**config.mk**
```make
export PLATFORM = sky130hd
export DESIGN_NAME = rmfb_ctrl
export DESIGN_NICKNAME = d
export VERILOG_FILES = /design/src/rtl/core/rmfb_pkg.sv /design/src/rtl/core/rmfb_ctrl.sv
export SDC_FILE = /design/constraint.sdc
export NUM_CORES = 1
export LEC_CHECK = 0
export BUFFER_PORTS_ARGS = -buffer_cell sky130_fd_sc_hd__buf_2
export CORE_AREA = 2 2 39 41
export CTS_BUF_LIST = sky130_fd_sc_hd__clkbuf_8 sky130_fd_sc_hd__clkbuf_16
export DETAILED_ROUTE_END_ITERATION = 7
export DIE_AREA = 0 0 41 43
export HOLD_SLACK_MARGIN = 0.12
export PLACE_DENSITY = 0.64
export SYNTH_ARGS = -nofsm -noshare
export SYNTH_HDL_FRONTEND = slang
export SYNTH_SLANG_ARGS = --single-unit
```
**constraint.sdc**
```tcl
create_clock -name clk -period 1.9 [get_ports clk]
set_input_delay 0.38 -clock clk [delete_from_list [all_inputs] [get_ports clk]]
set_output_delay 0.38 -clock clk [all_outputs]
set_load 0.01 [all_outputs]
```
**src/rtl/core/rmfb_pkg.sv**
```systemverilog
// Shared constants and types for the rotated monochrome framebuffer.
`timescale 1ns / 1ps

package rmfb_pkg;

    // Screen geometry
    localparam int SCREEN_WIDTH  = 128;
    localparam int SCREEN_HEIGHT = 32;
    localparam int PAGE_BYTES    = (SCREEN_HEIGHT + 7) / 8;
    localparam int STORE_BYTES   = PAGE_BYTES * SCREEN_WIDTH;

    // Derived widths
    localparam int ADDR_W = $clog2(STORE_BYTES);
    localparam int XW     = $clog2(SCREEN_WIDTH);
    localparam int YW     = $clog2(SCREEN_HEIGHT);

    // Bit mask of the first pixel in a byte, MSB first
    localparam logic [7:0] PIXEL_MSB = 8'h80;

    // Request codes
    localparam logic [1:0] REQ_SET  = 2'd0;
    localparam logic [1:0] REQ_FILL = 2'd1;
    localparam logic [1:0] REQ_READ = 2'd2;
    localparam logic [1:0] REQ_NONE = 2'd3;

    typedef struct packed {
        logic [1:0]         req_type;
        logic signed [15:0] pos_x;
        logic signed [15:0] pos_y;
        logic [7:0]         rect_width;
        logic [7:0]         rect_height;
        logic               paint_white;
        logic [1:0]         page_index;
        logic [6:0]         column_index;
    } req_t;

    typedef struct packed {
        logic       status;
        logic [7:0] read_byte;
    } rsp_t;

    // Controller to datapath commands
    typedef struct packed {
        logic load;
        logic clear_wr;
        logic pix_rd;
        logic pix_wr;
        logic step;
        logic byte_rd;
    } cmd_t;

    // Datapath to controller status
    typedef struct packed {
        logic [1:0] kind;
        logic       pix_on;
        logic       rect_reject;
        logic       rect_empty;
        logic       pix_last;
        logic       clear_last;
    } stat_t;

endpackage

```
**src/rtl/core/rmfb_ctrl.sv**
```systemverilog
// Controller: sequences clearing, pixel read-modify-write and byte reads.
`timescale 1ns / 1ps

module rmfb_ctrl
(
    input  logic            clk,
    input  logic            rst_n,
    input  logic            start,
    input  rmfb_pkg::stat_t stat,
    output rmfb_pkg::cmd_t  cmd,
    output logic            busy,
    output logic            done
);

    typedef enum logic [6:0] {
        S_CLEAR  = 7'b0000001,
        S_IDLE   = 7'b0000010,
        S_DECODE = 7'b0000100,
        S_PIX_RD = 7'b0001000,
        S_PIX_WR = 7'b0010000,
        S_READ   = 7'b0100000,
        S_DONE   = 7'b1000000
    } state_t;

    state_t state_reg;
    state_t state_next;
    logic   accept;

    assign busy   = !((state_reg == S_IDLE) || (state_reg == S_DONE));
    assign done   = state_reg == S_DONE;
    assign accept = start && !busy;

    // Next state and commands
    always_comb
    begin
        state_next = state_reg;
        cmd = '0;
        cmd.load = accept;
        unique case (state_reg)
            S_CLEAR:
            begin
                cmd.clear_wr = 1'b1;
                if (stat.clear_last)
                begin
                    state_next = S_IDLE;
                end
            end
            S_IDLE:
            begin
                if (accept)
                begin
                    state_next = S_DECODE;
                end
            end
            S_DECODE:
            begin
                case (stat.kind)
                    rmfb_pkg::REQ_SET:
                        state_next = stat.pix_on ? S_PIX_RD : S_DONE;
                    rmfb_pkg::REQ_FILL:
                        state_next = (stat.rect_reject || stat.rect_empty) ? S_DONE : S_PIX_RD;
                    rmfb_pkg::REQ_READ:
                        state_next = S_READ;
                    default:
                        state_next = S_DONE;
                endcase
            end
            S_PIX_RD:
            begin
                cmd.pix_rd = 1'b1;
                state_next = S_PIX_WR;
            end
            S_PIX_WR:
            begin
                cmd.pix_wr = 1'b1;
                if ((stat.kind == rmfb_pkg::REQ_SET) || stat.pix_last)
                begin
                    state_next = S_DONE;
                end
                else
                begin
                    cmd.step = 1'b1;
                    state_next = S_PIX_RD;
                end
            end
            S_READ:
            begin
                cmd.byte_rd = 1'b1;
                state_next = S_DONE;
            end
            S_DONE:
            begin
                state_next = accept ? S_DECODE : S_IDLE;
            end
            default:
            begin
                state_next = S_IDLE;
            end
        endcase
    end

    // State register
    always_ff @(posedge clk or negedge rst_n)
    begin
        if (!rst_n)
        begin
            state_reg <= S_CLEAR;
        end
        else
        begin
            state_reg <= state_next;
        end
    end

    a_done_single: assert property (@(posedge clk) disable iff (!rst_n)
        done |=> !done)
        else $error("result strobe held longer than one cycle");

    a_accept_busy: assert property (@(posedge clk) disable iff (!rst_n)
        accept |=> busy)
        else $error("not busy after a transfer");

    a_write_after_read: assert property (@(posedge clk) disable iff (!rst_n)
        cmd.pix_wr |-> $past(cmd.pix_rd))
        else $error("pixel write without a preceding read");

endmodule
```
# After elaboration in Yosys (flattened, before gate mapping)
# Index checks and enable logic that the tools add are counted.
word_totals:
  reg_bits: 7
  input_bits: 10
  output_inout_bits: 8
  elab_cells: 32
op_classes:
  n_eq_ne: 11
  n_mux: 13
  n_reduce_logical: 7
op_table:
  columns: ["cell", "n"]
  rows:
  - ["7-bit one-hot mux with 7 select lines", 1]
  - ["7-bit two-way mux", 5]
  - ["7-bit one-hot mux with 3 select lines", 1]
  - ["7-bit by 1-bit == test with 1-bit output, second input constant", 1]
  - ["7-bit by 2-bit == test with 1-bit output, second input constant", 1]
  - ["7-bit by 3-bit == test with 1-bit output, second input constant", 1]
  - ["7-bit by 4-bit == test with 1-bit output, second input constant", 1]
  - ["7-bit by 5-bit == test with 1-bit output, second input constant", 1]
  - ["7-bit by 6-bit == test with 1-bit output, second input constant", 1]
  - ["7-bit == test, second input constant", 1]
  - ["1-bit two-way mux", 4]
  - ["2-bit inequality test, second input constant", 2]
  - ["1-bit logical OR", 3]
  - ["3-bit two-way mux", 1]
  - ["2-bit by 1-bit == test with 1-bit output, second input constant", 1]
  - ["2-bit == test, second input constant", 1]
  - ["2-bit logical NOT", 1]
  - ["2-bit two-way mux", 1]
  - ["2-bit AND reduction", 1]
  - ["1-bit logical AND", 1]
  - ["1-bit logical NOT", 1]

# Depth between registers and ports, before layout
depth:
  depth_word: 5
  ltp_mapped: 6
  mapped_depth_nobuf: 5

# Worst setup path after synthesis
# No wires, ideal clock.
synth_timing:
  kind: "flip-flop to output port"
  start: "register state_reg[5]"
  end: "output cmd[5] (netlist bit)"
  t_arrival_ps: 1218
  required_ps: 1520
  path_slack_ps: 302
  stages_incl_launch_ff: 6
  path_buffers: 1
  cell_sequence: "dfrtp_1 > nor2_4 > nand2_2 > or3_4 > nor2_1 > buf_4"
synth_via:
  elab_chain_len: 3
  word_cells_on_any_way: 4
  classes_between: "2 x eq/ne; 2 x reduce/logical"
synth_rtl:
  columns: ["element", "line_no", "text"]
  rows:
  - ["start: declaration", "rmfb_ctrl.sv:25", "state_t state_reg;"]
  - ["start signal: assignment", "rmfb_ctrl.sv:111", "state_reg <= state_next;"]
  - ["7-bit by 2-bit == test with 1-bit output / 7-bit == test (equally long branches)", "rmfb_ctrl.sv:29", "assign busy = !((state_reg == S_IDLE) || (state_reg == S_DONE));"]
  - ["1-bit logical OR *", "rmfb_ctrl.sv:29", null]
  - ["1-bit logical AND *", "rmfb_ctrl.sv:31", "assign accept = start && !busy;"]
  - ["end: declaration", "rmfb_ctrl.sv:10", "output rmfb_pkg::cmd_t cmd,"]
# Every way passes the cells marked *; elsewhere a longest branch is shown, timed or not.

==> out/qor.txt <==
Status -> complete, no violations
Fmax -> 551 MHz
Largest net degree at the start of global routing -> 10
Nets -> 91
Largest family of logic cells by synthesized area -> simple AND/OR/NAND/NOR gates
Synth warn -> 0
Cell area after synthesis -> 497 µm²
Layout cell share with drive strength beyond 1 -> 46.3%
Number of flops mapped to enable cells by yosys -> 0
Share of the synthesized area in the top cell type -> 30.2%
Worst path max stage delay -> 0.43 ns
Final min period -> 1.81 ns
Cell depth of the worst min-delay path -> 2
Worst path buffer plus inverter count -> 1
Worst R2R Setup Slack -> 0.68 ns
Layout overhead on the synthesized area -> 35.0%
Core area -> 1380 µm²
Die Y -> 43 µm
HPWL Detailed -> 830 µm
Die W -> 41 µm
Max FO, Critical Path -> 5
Count leader, synth -> nor2_1
Synth area leaders -> dfrtp_1 30%, nor2_1 9.1%, dfstp_2 5.3%
Synth cell count leaders -> 12 x nor2_1, 6 x dfrtp_1, 4 x inv_1, 3 x nor2b_1
Insertion delay to the later sink of the worst-skew pair -> 0.23 ns
Top_reg_cell synth -> dfrtp_1
Post-synth top area cell -> dfrtp_1
Seq/Total Area, Yosys -> 35.5%
Final period util -> 95.5%
Final Hold Fails -> 0
Multiplexer share of the synthesized area -> 2.02%
Global-route wire length before repair -> 1580 µm
CP Data Arrival Time -> 1.43 ns
# setup viols final -> 0
DRC viols -> 0
Global Route Usage Sum -> 13.8%
Multi-input logic area -> 290 µm²
Clock sinks -> 7
Crit-path leading delay family -> simple AND/OR/NAND/NOR gates
Least-Margin Pin Slew -> 0.310 ns
Placed instance area -> 584 µm²
Number of flip-flops in the largest register -> 7
R2r worst-path depth -> 4
Met2 usage -> 20.6%
Relative slew slack -> 79.0%
Busiest grt layer -> met2
Slew Viols, Final -> 0
Ys async rst share -> 100%
FP Rows -> 14
Synth unique cells -> 31
Antenna violations before repair -> 0
CTS Buf Count -> 3
Xor/xnor share of the synthesized area -> 1.76%
IO Pins -> 18
Clock Tree Buf Depth -> 2
Mapped Nets -> 68
Lkg Pwr -> 0.000345 µW
PD cells -> 977 nW/µm²
Final Cell Area -> 671 µm²
Vias in the first global route -> 423
Simple-gate area share of the yosys netlist -> 41.6%
Setup crit start kind -> flip-flop
DR pass1 iterations -> 4
TritonCTS clock tree -> built
Critical-path cell with the highest stage delay -> dfrtp_2
Setup TNS -> 0 ns
Input/output buffers -> 17
FILL cells -> 155
Min-Delay Endpoint -> state_reg[0]
CP Cell Sequence -> nor2_4 > nand2_2 > or3_4 > nor2_2 > buf_2
Adder-Cell Fraction of Synth Area -> 0%
Required time worst endpoint -> 1.52 ns
Worst Path Class, Setup -> flip-flop to primary output
GP Congestion -> 0.743
Worst vdd ir -> 0.000409 V
FF+latch area -> 183 µm²
WL final -> 1130 µm
Inserted Diodes -> 0
Synth Area in Compound Gates -> 12.6%
Synthesized area per cell -> 8.56 µm²
RSZ-0062 raised after global routing -> false
R2R Path End -> state_reg[3]
Die area -> 1760 µm²
Hold Crit Start -> stat[0]
DRT antenna net count -> 0
DR WL/cell -> 11.8 µm
Worst R2R Start -> state_reg[4]
DR vias/cell -> 5.17
Clock skew -> 0.00525 ns
Yosys reg bits -> 7
Worst hold path class -> input port to flip-flop
Initial core utilization -> 35.9%
Root buf cell -> clkbuf_8
Drt first-iter violations -> 6
Htree depth -> 1
GR Util met1 -> 15.2%
Vias -> 496
# Max-Cap Violations -> 0
Post-Synthesis Cells -> 58
Worst setup EP type -> primary output
Global route overflow -> 0
Clk slew on worst S/H paths -> 0.04 ns
Met3 Track Usage GR -> 9.42%
-- report_power, final --
group | switching, µW | internal [µW]
clock | 60.8 | 139
combinational | 107 | 118
sequential | 53.1 | 177
total | 221 | 434
-- cell type report --
cell class	count	share of cell area [%]
Clock buffer	3	6.16
Clock inverter	1	0.560
Inverter	4	2.24
Multi-Input combinational cell	44	43.3
Sequential cell	7	27.2
Tap cell	16	2.99
Timing Repair Buffer	21	17.5
-- per-layer routing --
| layer | routed length, µm | share of wire (%) |
|---|---|---|
| met5 | 0 | 0 |
| met2 | 553 | 49 |
| met1 | 468 | 41 |
| met4 | 0 | 0 |
| met3 | 111 | 9.8 |
-- per-stage QoR --
stage	instances	utilization [%]	hold slack, ns	total power [µW]	setup WS [ns]
floorplan	58	-	0.0844	390	0.302
global placement	88	42.2	0.218	435	0.297
detailed placement	88	42.2	0.218	439	0.244
CTS	93	46.2	0.283	645	0.000564
global route	96	48.5	0.278	711	0.000327
finish	96	48.5	0.286	655	0.0856
-- placed cells by master (no fill, tap or decap), drive strengths merged --
master / count
and4: 2
or3: 1
nor4b: 1
dfstp: 1
nand2: 3
nand3: 2
and4b: 1
and3b: 1
nand3b: 1
dlygate4sd3: 1
o22ai: 1
buf: 20
a211oi: 1
nand2b: 1
clkbuf: 3
o31ai: 1
o311ai: 1
nand4: 1
nor3b: 1
nor2b: 3
inv: 5
a21oi: 2
xnor2: 1
nor3: 1
dfrtp: 6
o221ai: 1
nor2: 14
mux2i: 1
o41ai: 1
o21ai: 1
-- how the worst max path moves through the flow --
| stage | from | to | slack [ns] | depth (start not counted) |
|---|---|---|---|---|
| CTS | state_reg[5] | cmd[5] | 0.0006 | 5 |
| detailed placement | state_reg[5] | cmd[5] | 0.24 | 5 |
| finish | state_reg[4] | cmd[5] | 0.09 | 5 |
| global route | state_reg[6] | cmd[5] | 0.0003 | 4 |
| global placement | state_reg[5] | cmd[5] | 0.30 | 5 |
| floorplan | state_reg[5] | cmd[5] | 0.30 | 5 |
-- repair_timing --
action / in CTS / in global routing
buffers inserted: 0 / 3
hold endpoints to repair: 6 / 0
endpoints found under the setup margin: 0 / 1
resized for setup: 0 / 6
hold buffers: 1 / 0
-- cells by family after synthesis --
logic type	Yosys count
flip-flops	7
multiplexers	1
AO/OA/AOI/OAI	9
XOR/XNOR	1
buffers and inverters	7
AND/OR/NAND/NOR	33
No activity file was read; power rests on OpenSTA's default activity.
